===== config.mk =====
export PLATFORM = sky130hd
export DESIGN_NAME = cmap4_ctrl
export DESIGN_NICKNAME = d
export VERILOG_FILES = /design/src/sv/cmap4_pkg.sv /design/src/sv/cmap4_ctrl.sv
export SDC_FILE = /design/constraint.sdc
export NUM_CORES = 1
export LEC_CHECK = 0
export ABC_AREA = 0
export BUFFER_PORTS_ARGS = -buffer_cell sky130_fd_sc_hd__buf_4
export CORE_AREA = 2 2 39 41
export DETAILED_ROUTE_END_ITERATION = 8
export DIE_AREA = 0 0 41 43
export GPL_TIMING_DRIVEN = 0
export SLEW_MARGIN = 15
export SYNTH_ARGS = -nofsm -noshare
export SYNTH_HDL_FRONTEND = slang
export SYNTH_SLANG_ARGS = --single-unit

===== constraint.sdc =====
create_clock -name clk -period 1.4 [get_ports clk]
set_clock_uncertainty 0.15 [all_clocks]
set_input_delay 0.21 -clock clk [delete_from_list [all_inputs] [get_ports clk]]
set_output_delay 0.21 -clock clk [all_outputs]
set_load 0.02 [all_outputs]

===== src/sv/cmap4_pkg.sv =====
// Shared types and constants for the cmap format 4 glyph lookup unit.
// Depends on nothing; every other file of the block but cmap4_ram imports it.
package cmap4_pkg;

    // Sizes of the subtable stores.
    localparam int MAX_SEGMENTS = 64;
    localparam int GLYPH_ARRAY_DEPTH = 1024;

    // Field widths.
    localparam int WORD_W = 16;
    localparam int CMD_W = 2;
    localparam int SLOT_W = 10;
    localparam int SEG_CNT_W = 7;
    localparam int SEG_ADDR_W = $clog2(MAX_SEGMENTS);
    localparam int GLYPH_ADDR_W = $clog2(GLYPH_ARRAY_DEPTH);
    localparam int SEG_RAM_W = 4 * WORD_W;

    // Signed width of the glyph array position, wide enough for
    // range/2 + (code - start) minus the segment distance.
    localparam int POS_W = WORD_W + 2;

    // Segment count after reset.
    localparam logic [SEG_CNT_W-1:0] SEG_CNT_RESET = SEG_CNT_W'(1);

    // Command codes of an input word.
    typedef enum logic [CMD_W-1:0] {
        CMD_LOAD_SEGMENT = 2'd0,
        CMD_LOAD_GLYPH   = 2'd1,
        CMD_LOOKUP       = 2'd2
    } cmd_code_t;

    // Controller states.
    typedef enum logic [2:0] {
        S_IDLE,
        S_WALK,
        S_CHECK,
        S_EVAL,
        S_GDATA,
        S_DONE
    } state_t;

    // Commands from the controller to the datapath.
    typedef struct packed {
        logic load_seg;
        logic load_glyph;
        logic start;
        logic walk;
        logic miss;
        logic check;
        logic eval;
        logic gdata;
        logic push;
    } dp_cmd_t;

    // Status from the datapath to the controller.
    typedef struct packed {
        logic hit;
        logic exhausted;
        logic direct;
        logic out_free;
    } dp_status_t;

endpackage


===== src/sv/cmap4_ctrl.sv =====
// Controller state machine of the cmap format 4 lookup.
// Depends on cmap4_pkg; drives the command struct of cmap4_dp.
module cmap4_ctrl (
    input  logic                         clk,
    input  logic                         rst_n,
    input  logic                         in_valid,
    input  logic [cmap4_pkg::CMD_W-1:0]  command,
    output logic                         in_ready,
    input  cmap4_pkg::dp_status_t        sts,
    output cmap4_pkg::dp_cmd_t           cmd
);
    import cmap4_pkg::*;

    state_t state_reg, state_next;

    // State register.
    always_ff @(posedge clk or negedge rst_n)
    begin
        if (!rst_n)
        begin
            state_reg <= S_IDLE;
        end
        else
        begin
            state_reg <= state_next;
        end
    end

    // Next state and commands.
    always_comb
    begin
        state_next = state_reg;
        cmd = '0;
        in_ready = 1'b0;

        case (state_reg)
            S_IDLE:
            begin
                in_ready = 1'b1;
                if (in_valid)
                begin
                    case (command)
                        CMD_LOAD_SEGMENT:
                        begin
                            cmd.load_seg = 1'b1;
                        end
                        CMD_LOAD_GLYPH:
                        begin
                            cmd.load_glyph = 1'b1;
                        end
                        CMD_LOOKUP:
                        begin
                            cmd.start = 1'b1;
                            state_next = S_WALK;
                        end
                        default:
                        begin
                            // Unknown commands are dropped without a result.
                        end
                    endcase
                end
            end
            S_WALK:
            begin
                cmd.walk = 1'b1;
                if (sts.hit)
                begin
                    state_next = S_CHECK;
                end
                else if (sts.exhausted)
                begin
                    cmd.miss = 1'b1;
                    state_next = S_DONE;
                end
            end
            S_CHECK:
            begin
                cmd.check = 1'b1;
                state_next = S_EVAL;
            end
            S_EVAL:
            begin
                cmd.eval = 1'b1;
                state_next = sts.direct ? S_DONE : S_GDATA;
            end
            S_GDATA:
            begin
                cmd.gdata = 1'b1;
                state_next = S_DONE;
            end
            S_DONE:
            begin
                if (sts.out_free)
                begin
                    cmd.push = 1'b1;
                    state_next = S_IDLE;
                end
            end
            default:
            begin
                state_next = S_IDLE;
            end
        endcase
    end

    // An accepted lookup closes the input until its result is pushed.
    a_lookup_busy: assert property (@(posedge clk) disable iff (!rst_n)
        (in_valid && in_ready && (command == CMD_LOOKUP)) |=> !in_ready)
        else $error("input open during a lookup");

    // Every walk step that hits moves on to the position check.
    a_hit_check: assert property (@(posedge clk) disable iff (!rst_n)
        (state_reg == S_WALK && sts.hit) |=> cmd.check)
        else $error("segment hit not followed by position check");

    // The glyph word is only taken right after a position evaluation.
    a_gdata_after_eval: assert property (@(posedge clk) disable iff (!rst_n)
        cmd.gdata |-> $past(cmd.eval))
        else $error("glyph word taken without evaluation");

endmodule


==> results.py, run 1 <==
metrics = {
    "run_status": {
        "status": "finished with violations",
        "violations": "negative setup slack",
    },
    "critical_path": {
        "crit_slowest_cell": "dfrtp_2",
        "cp_common_cell": "buf_6",
        "r2r-start": "state_reg[2]$_DFFE_PN0P_",
        "critPathArrivalTime_ns": 1.29,
        "crit_type": "reg2out",
        "startpoint": "state_reg[2]$_DFFE_PN0P_",
        "critPathTopFamily": "flip-flops",
        "ff2ff_path_depth": 4,
        "critPathLaunchType": "register",
        "end_kind": "output pin",
        "critPathMaxFanout": 5,
        "worstPathRequired_ns": 1.04,
        "rr_endpoint": "state_reg[0]$_DFFE_PN0P_",
        "cp_cell_sequence": "buf_6 > nor3b_4 > and2_4 > buf_6",
        "max_stage_delay_ns": 0.43,
        "critical_path_buf_inv_count": 2,
        "r2r_setup_slack_ns": -0.06,
    },
    "pwr": {
        "switching_share_pct": 39.5,
        "peakVddDrop_uv": 969,
        "p_switching_uw": 521,
        "intPower_uw": 799,
        "clkPwrFrac_pct": 12.0,
        "p_leak_nw": 0.301,
        "comb_power_share_pct": 73.7,
        "power_density_nw_per_um2": 2220,
        "power_frac_seq_pct": 14.3,
    },
    "cts": {
        "numCtsBuffers": 3,
        "clk_latency_ns": 0.24,
        "path_clk_slew_ns": 0.04,
        "cts_sinks": 3,
        "clockRootBuffer": "clkbuf_4",
        "cts_tree": "done",
        "ctsHtreeMaxLevel": 1,
        "clockBufferDepth": 2,
    },
    "placement": {
        "pre_cts_ws_ns": -0.0573,
        "hpwl_um": 500,
        "dpl.cell_count": 62,
        "postPlaceCellArea_um2": 443,
        "port_buffers": 18,
        "gp_congestion": 0.708,
    },
    "synth": {
        "yosysMostFrequentCell": "dfrtp_1",
        "synth_edf_count": 0,
        "synth_xor_area_share_pct": 0,
        "synthAdderAreaFrac_pct": 0,
        "synth_top_family_by_area": "simple AND/OR/NAND/NOR gates",
        "synth_compound_area_share_pct": 18.9,
        "syn_nets": 37,
        "synth.mux.area_fraction_pct": 0,
        "yosysTopAreaCellShare_pct": 29.1,
        "synth.distinct_cells": 21,
        "seq_area_frac_synth_pct": 29.1,
        "synth_ff_type": "dfrtp_1",
        "syn_inst": 28,
        "synth_seq_cells": 3,
        "yosysTopAreaCell": "dfrtp_1",
        "async_reset_ff_share_pct": 100,
        "synth_area_um2": 258,
        "avgSynthCellArea_um2": 9.21,
        "yosys_warnings": 0,
        "synthTopCellsByArea": "dfrtp_1 29%, and4b_1 7.8%, a21o_1 5.8%, buf_4 5.8%, nor3b_1 5.8%",
        "synthSimpleGateAreaFrac_pct": 42.7,
    },
    "final_layout": {
        "drive_above_1_share_pct": 70.0,
        "largest_register_ffs": 3,
        "finalNonFillerCells": 76,
        "final_nets": 70,
        "syn2layout_area_growth_pct": 131,
        "fin_area_um2": 596,
        "antenna_cells": 0,
    },
    "min_path": {
        "holdPathEnd": "state_reg[1]$_DFFE_PN0P_",
        "worstHoldPathCells": 2,
        "hold_path_startpoint": "sts[3]",
        "hold_class": "in2reg",
    },
    "grt": {
        "grt_util_met2_pct": 19.1,
        "busiest_layer": "met2",
        "antenna_found_initial": 0,
        "grt_use_total_pct": 13.2,
        "first_global_vias": 354,
        "met3_usage_pct": 9.42,
        "grt.met1_usage_pct": 12.9,
        "grt-ovfl-total": 0,
        "grt_pass1_wl_mm": 1.44,
        "grt_max_degree": 11,
    },
    "floorplan": {
        "fp.dieArea_um2": 1760,
        "fp-row-count": 14,
        "initial_core_util_pct": 18.6,
        "dieHeight_um": 43,
        "io_pins": 19,
        "die_width_um": 41,
        "core-area_um2": 1380,
    },
    "timing": {
        "slew_headroom_pct": 80.8,
        "finalCriticalPeriod_ns": 1.65,
        "drv_slew": 0,
        "holdWs_ns": 0.0512,
        "setup_slack_ns": -0.250,
        "clock.fmax_ghz": 0.606,
        "grt_setup_unrepaired": "yes",
        "worst_pin_slew_ns": 0.288,
        "hold_viol_final": 0,
        "post-route-period-util_pct": 118,
        "setup-violations-final": 11,
    },
    "routing": {
        "wl_per_cell_um": 11.3,
        "vias": 354,
        "viasPerCell": 4.66,
        "dr.pass1.iters": 4,
        "ant_nets": 0,
        "drtIter0Drc": 3,
        "routed_wl_um": 861,
        "drc": 0,
    },
    "flow_run": {
        "drv_cap": 0,
    },
}
per-layer routing:
layer | vias up | part of all wire, %
li1 | 168 | -
met1 | 165 | 37
met2 | 19 | 48
met3 | 2 | 12
met4 | 0 | 2.2
met5 | - | 0
placed cells by master, fill, tap and decap left out, types with 2 or more instances in the layout:
cell type	instances
nor3b_2	2
clkbuf_4	3
and4b_1	2
a21o_1	2
buf_4	18
o21ai_0	2
buf_6	11
dfrtp_1	2
cell type report:
| cell class | instances | area, um2 |
|---|---|---|
| plain buffers | 3 | 33.8 |
| clock buffers | 4 | 26.3 |
| fillers | 148 | 788 |
| inverters | 1 | 3.75 |
| multi-input cells | 21 | 195 |
| flip-flops and latches | 3 | 76.3 |
| well taps | 16 | 20.0 |
| repair buffers | 28 | 240 |
stage by stage:
stage | utilization, % | power, mW | TNS (ns)
after floorplan | - | 0.628 | -0.324
after global placement | 32.0 | 0.829 | -0.0738
after detailed placement | 32.0 | 0.826 | -0.0573
after CTS | 41.7 | 1.28 | -1.84
after global routing | 43.0 | 1.42 | -2.52
final | 43.0 | 1.32 | -1.91
worst max path at each step:
| stage | endpoint | depth (start not counted) |
|---|---|---|
| after CTS | cmd[4] | 4 |
| after floorplan | cmd[7] | 2 |
| after global placement | cmd[4] | 4 |
| after global routing | cmd[4] | 4 |
| after detailed placement | cmd[4] | 4 |
| final | cmd[4] | 4 |
repair_timing:
action,CTS,global route
endpoints found under the setup margin,10,11
pin swaps,5,3
hold endpoints to repair,3,0
setup buffers,6,1
gates resized for setup,11,3
hold buffers,1,0
gates cloned,2,0
logic make-up after synthesis:
kind of cell           after synthesis
AND/OR/NAND/NOR                     14
AO/OA/AOI/OAI                        7
buffers and inverters                4
flip-flops                           3
power groups by stage:
stage	logic, mW	clock network, mW	registers, mW
6_report	0.972	0.158	0.189
3_3_place_gp	0.665	0	0.164
2_1_floorplan	0.469	0	0.159
5_1_grt	1.05	0.173	0.194
3_5_place_dp	0.662	0	0.164
4_1_cts	0.923	0.164	0.188
No activity file was read; power rests on OpenSTA's default activity.
==> run 2, diff against run 1 <==
--- a/config.mk
+++ b/config.mk
@@ -11,6 +11,8 @@
 export DETAILED_ROUTE_END_ITERATION = 8
 export DIE_AREA = 0 0 41 43
 export GPL_TIMING_DRIVEN = 0
+export RECOVER_POWER = 25
+export SKIP_LAST_GASP = 1
 export SLEW_MARGIN = 15
 export SYNTH_ARGS = -nofsm -noshare
 export SYNTH_HDL_FRONTEND = slang
==> run 2 against run 1 <==
Against the previous run:
- global-route usage did not move
- first-iteration DRC count did not move
- highest routed layer unchanged
- total power fell by 0.45%
- sequential power barely moved
- non-clock buffer count did not move
- largest cell class unchanged
- cell area fell by 1.3%
- die area did not move
- the run still ends with negative setup slack left
- utilization fell by 0.54 points
- clock power barely moved
- worst setup slack did not move
==> results.py, run 2 (synthesis gave the netlist of run 1 again) <==
metrics = {
    "run_status": {
        "status": "finished with violations",
        "violations": "negative setup slack",
    },
    "final_layout": {
        "drive_above_1_share_pct": 68.3,
        "syn2layout_area_growth_pct": 128,
        "utilization_pct": 42.5,
        "antenna_cells": 0,
        "final_nets": 70,
        "layout_commonest_cell": "buf_4",
        "largest_register_ffs": 3,
        "final_cell_mix": "18 x buf_4, 10 x buf_6, 3 x clkbuf_4",
    },
    "cts": {
        "cts_tree": "done",
        "clockRootBuffer": "clkbuf_4",
        "clk_latency_ns": 0.24,
        "clockBufferDepth": 2,
        "cts_sinks": 3,
        "numCtsBuffers": 3,
        "ctsHtreeMaxLevel": 1,
        "path_clk_slew_ns": 0.04,
    },
    "min_path": {
        "worstHoldPathCells": 2,
        "hold_path_startpoint": "sts[3]",
        "holdPathEnd": "state_reg[1]$_DFFE_PN0P_",
        "hold_class": "in2reg",
    },
    "critical_path": {
        "critPathMaxFanout": 5,
        "r2r-start": "state_reg[2]$_DFFE_PN0P_",
        "critPathLaunchType": "register",
        "rr_endpoint": "state_reg[0]$_DFFE_PN0P_",
        "r2r_setup_slack_ns": -0.06,
        "end_kind": "output pin",
        "ff2ff_path_depth": 4,
        "critPathArrivalTime_ns": 1.29,
        "crit_type": "reg2out",
        "worstPathRequired_ns": 1.04,
    },
    "placement": {
        "pre_cts_ws_ns": -0.0573,
        "hpwl_um": 500,
        "port_buffers": 18,
        "gp_congestion": 0.708,
    },
    "pwr": {
        "power_density_nw_per_um2": 2230,
        "peakVddDrop_uv": 968,
        "p_leak_nw": 0.296,
        "intPower_uw": 794,
        "power_frac_seq_pct": 14.4,
        "clkPwrFrac_pct": 12.0,
        "comb_power_share_pct": 73.6,
        "total_power_mw": 1.31,
        "switching_share_pct": 39.6,
        "p_switching_uw": 520,
    },
    "grt": {
        "grt_max_degree": 11,
        "grt-ovfl-total": 0,
        "grt_pass1_wl_mm": 1.44,
        "first_global_vias": 354,
        "grt_use_total_pct": 13.2,
        "antenna_found_initial": 0,
    },
    "flow_run": {
        "drv_cap": 0,
    },
    "routing": {
        "drc": 0,
        "ant_nets": 0,
        "wl_per_cell_um": 11.3,
        "vias": 354,
        "viasPerCell": 4.66,
        "drtIter0Drc": 3,
        "routed_wl_um": 860,
        "dr.pass1.iters": 4,
    },
    "timing": {
        "slew_headroom_pct": 80.8,
        "grt_setup_unrepaired": "yes",
        "setup-violations-final": 11,
        "clock.fmax_ghz": 0.606,
        "setup_slack_ns": -0.250,
        "worst_pin_slew_ns": 0.288,
        "post-route-period-util_pct": 118,
        "drv_slew": 0,
        "hold_viol_final": 0,
        "finalCriticalPeriod_ns": 1.65,
    },
    "floorplan": {
        "fp.dieArea_um2": 1760,
        "fp-row-count": 14,
        "io_pins": 19,
        "die_width_um": 41,
        "dieHeight_um": 43,
        "core-area_um2": 1380,
        "initial_core_util_pct": 18.6,
    },
}
run 2: cell types whose count changed in the layout (fill, tap and decap cells not counted):
cell / previous run / this run
buf_6: 11 / 10
clkbuf_1: 1 / 2
run 2: metal layers:
| layer | track usage (%) | vias up | part of all wire [%] |
|---|---|---|---|
| met4 | 8.00 | 0 | 2.2 |
| met3 | 9.42 | 2 | 12 |
| met5 | 0 | - | 0 |
| met1 | 12.9 | 165 | 37 |
| li1 | - | 168 | - |
| met2 | 19.1 | 19 | 49 |
run 2: repair_timing:
item,4_1_cts,5_1_grt
gates resized for setup,10,3
cloned,2,0
buffers inserted,6,1
hold endpoints to repair,3,0
pin swaps,5,3
setup endpoints to repair,10,11
hold buffers,1,0
run 2: worst max path at each step:
stage                             startpoint  depth (start not counted)  slack, ns  endpoint
global placement    state_reg[0]$_DFFE_PN0P_                          4      -0.07    cmd[4]
floorplan           state_reg[1]$_DFFE_PN0P_                          2      -0.12    cmd[7]
finish              state_reg[2]$_DFFE_PN0P_                          4      -0.25    cmd[4]
CTS                 state_reg[1]$_DFFE_PN0P_                          4      -0.25    cmd[4]
global route        state_reg[0]$_DFFE_PN0P_                          4      -0.31    cmd[4]
detailed placement  state_reg[0]$_DFFE_PN0P_                          4      -0.06    cmd[4]
run 2: through the flow:
stage / TNS, ns / area (um2) / std cells / hold slack, ns
global placement: -0.0738 / 443 / 62 / -0.150
global route: -2.53 / 588 / 76 / 0.0481
floorplan: -0.324 / 288 / 28 / -0.236
finish: -1.92 / 588 / 76 / 0.0512
CTS: -1.84 / 573 / 75 / 0.0498
detailed placement: -0.0573 / 443 / 62 / -0.148
run 2: layout make-up:
cell class | instances | area [um2]
clock buffer | 4 | 26.3
buffer | 3 | 33.8
sequential | 3 | 76.3
fill | 150 | 796
timing repair buffer | 28 | 233
tap | 16 | 20.0
inverter | 1 | 3.75
multi-input combinational | 21 | 195
run 2: worst max-delay path, cell delays in order, from the launching register on:
cell	delay, ns
dfrtp_2	0.43
buf_6	0.14
nor3b_4	0.21
and2_4	0.17
buf_6	0.10
run 2: power groups by stage:
stage / Combinational, mW / Clock (mW) / Sequential [mW]
after floorplan: 0.469 / 0 / 0.159
after global placement: 0.665 / 0 / 0.164
after detailed placement: 0.662 / 0 / 0.164
after CTS: 0.922 / 0.164 / 0.188
after global routing: 1.04 / 0.173 / 0.194
final: 0.966 / 0.158 / 0.189
==> run 3, diff against run 2 <==
--- a/config.mk
+++ b/config.mk
@@ -17,3 +17,4 @@
 export SYNTH_ARGS = -nofsm -noshare
 export SYNTH_HDL_FRONTEND = slang
 export SYNTH_SLANG_ARGS = --single-unit
+export TNS_END_PERCENT = 50
==> run 3 against run 2 <==
Against the previous run:
- the flow still finishes with violations (negative setup slack)
- worst setup slack hardly changed
- first-iteration DRC count is 67% higher
- maximum frequency hardly changed
- die area stayed put
- utilization is 2.5 points lower
- clock power hardly changed
- flip-flop and latch count stayed put
- largest power group unchanged
- highest routed layer is now met3
==> results.py, run 3 (synthesis gave the netlist of run 1 again) <==
metrics = {
    "pwr": {
        "power_frac_seq_pct": 15.8,
        "clkPwrFrac_pct": 13.0,
        "power_density_nw_per_um2": 2200,
        "peakVddDrop_uv": 958,
        "p_switching_uw": 490,
        "intPower_uw": 726,
        "p_leak_nw": 0.280,
        "comb_power_share_pct": 71.3,
        "switching_share_pct": 40.3,
        "total_power_mw": 1.22,
    },
    "critical_path": {
        "critPathArrivalTime_ns": 1.29,
        "crit_end": "cmd[4]",
        "r2r_setup_slack_ns": 0,
        "r2r-start": "state_reg[0]$_DFFE_PN0P_",
        "crit_type": "reg2out",
        "critPathLaunchType": "register",
        "worstPathRequired_ns": 1.04,
        "end_kind": "output pin",
        "critPathMaxFanout": 9,
        "startpoint": "state_reg[2]$_DFFE_PN0P_",
        "ff2ff_path_depth": 5,
        "rr_endpoint": "state_reg[1]$_DFFE_PN0P_",
    },
    "run_status": {
        "violations": "negative setup slack",
        "status": "finished with violations",
    },
    "timing": {
        "drv_slew": 0,
        "post-route-period-util_pct": 118,
        "worst_pin_slew_ns": 0.300,
        "setup-tns-final_ns": -1.81,
        "holdWs_ns": 0.0594,
        "slew_headroom_pct": 80.0,
        "hold_viol_final": 0,
        "setup_slack_ns": -0.250,
        "finalCriticalPeriod_ns": 1.65,
        "clock.fmax_ghz": 0.606,
        "grt_setup_unrepaired": "yes",
        "setup-violations-final": 11,
    },
    "cts": {
        "ctsHtreeMaxLevel": 1,
        "path_clk_slew_ns": 0.04,
        "numCtsBuffers": 3,
        "cts_sinks": 3,
        "cts_tree": "done",
        "clk_latency_ns": 0.24,
        "clockRootBuffer": "clkbuf_4",
        "clockBufferDepth": 2,
    },
    "routing": {
        "drc": 0,
        "vias": 340,
        "wl_per_cell_um": 10.4,
        "routed_wl_um": 771,
        "drtIter0Drc": 5,
        "dr.pass1.iters": 5,
        "viasPerCell": 4.59,
        "ant_nets": 0,
    },
    "grt": {
        "grt_use_total_pct": 11.2,
        "grt_pass1_wl_mm": 1.28,
        "antenna_found_initial": 0,
        "grt-ovfl-total": 0,
        "grt_max_degree": 11,
        "first_global_vias": 317,
    },
    "placement": {
        "pre_cts_ws_ns": -0.0500,
        "gp_congestion": 0.685,
        "port_buffers": 18,
    },
    "floorplan": {
        "core-area_um2": 1380,
        "fp-row-count": 14,
        "initial_core_util_pct": 18.6,
        "die_width_um": 41,
        "fp.dieArea_um2": 1760,
        "dieHeight_um": 43,
        "io_pins": 19,
    },
    "final_layout": {
        "fillers": 150,
        "final_cell_mix": "20 x buf_4, 6 x buf_6, 3 x clkbuf_4",
        "drive_above_1_share_pct": 65.5,
        "final_nets": 68,
        "utilization_pct": 40.0,
        "layout_commonest_cell": "buf_4",
        "antenna_cells": 0,
        "syn2layout_area_growth_pct": 115,
        "largest_register_ffs": 3,
    },
    "flow_run": {
        "drv_cap": 0,
    },
    "min_path": {
        "hold_path_startpoint": "sts[3]",
        "hold_class": "in2reg",
    },
}
[run 3: changes by cell type in the layout (fill, tap and decap cells not counted), sizes merged]
| cell | before | now |
|---|---|---|
| buf | 29 | 27 |
[run 3: worst min-delay path by stage]
stage | end | depth (start not counted)
after detailed placement | state_reg[0]$_DFFE_PN0P_ | 1
after CTS | state_reg[1]$_DFFE_PN0P_ | 2
after global placement | state_reg[0]$_DFFE_PN0P_ | 1
after floorplan | state_reg[0]$_DFFE_PN0P_ | 0
final | state_reg[1]$_DFFE_PN0P_ | 2
after global routing | state_reg[1]$_DFFE_PN0P_ | 2
[run 3: routing by layer]
| metal | vias to the layer above | part of all wire, % | GRT usage, % |
|---|---|---|---|
| li1 | 165 | - | - |
| met3 | 0 | 11 | 6.28 |
| met1 | 159 | 41 | 13.5 |
| met2 | 16 | 48 | 15.9 |
| met5 | - | 0 | 0 |
| met4 | 0 | 0 | 4.00 |
[run 3: stage by stage]
| step | cells | cell area [um2] |
|---|---|---|
| 2_1_floorplan | 28 | 278 |
| 3_3_place_gp | 62 | 433 |
| 3_5_place_dp | 62 | 433 |
| 4_1_cts | 72 | 541 |
| 5_1_grt | 74 | 553 |
| 6_report | 74 | 553 |
[run 3: power by group through the flow]
stage | combinational [mW] | clock, mW | sequential (mW)
3_3_place_gp | 0.648 | 0 | 0.164
6_report | 0.867 | 0.158 | 0.192
4_1_cts | 0.838 | 0.163 | 0.188
5_1_grt | 0.939 | 0.174 | 0.199
3_5_place_dp | 0.647 | 0 | 0.165
2_1_floorplan | 0.453 | 0 | 0.159
[run 3: timing repair]
| item | in CTS | in global routing |
|---|---|---|
| pin swaps | 4 | 1 |
| gates resized for setup | 9 | 1 |
| endpoints found under the setup margin | 10 | 12 |
| gates cloned | 1 | 0 |
| endpoints found under the hold margin | 3 | 0 |
| hold buffers | 1 | 0 |
| buffers inserted | 4 | 2 |
[run 3: critical path, stage by stage (launching register included)]
cell and delay (ns):
dfrtp_1 0.41, buf_6 0.16, nor3b_4 0.21, and2_4 0.17
buf_6 0.11
[run 3: layout make-up]
class	count	area, um2	area share, %
Multi-Input combinational cell	21	190	34.4
Sequential cell	3	76.3	13.8
Inverter	1	3.75	0.679
Clock buffer	4	26.3	4.75
Timing Repair Buffer	26	203	36.7
Buffer	3	33.8	6.11
Tap cell	16	20.0	3.62
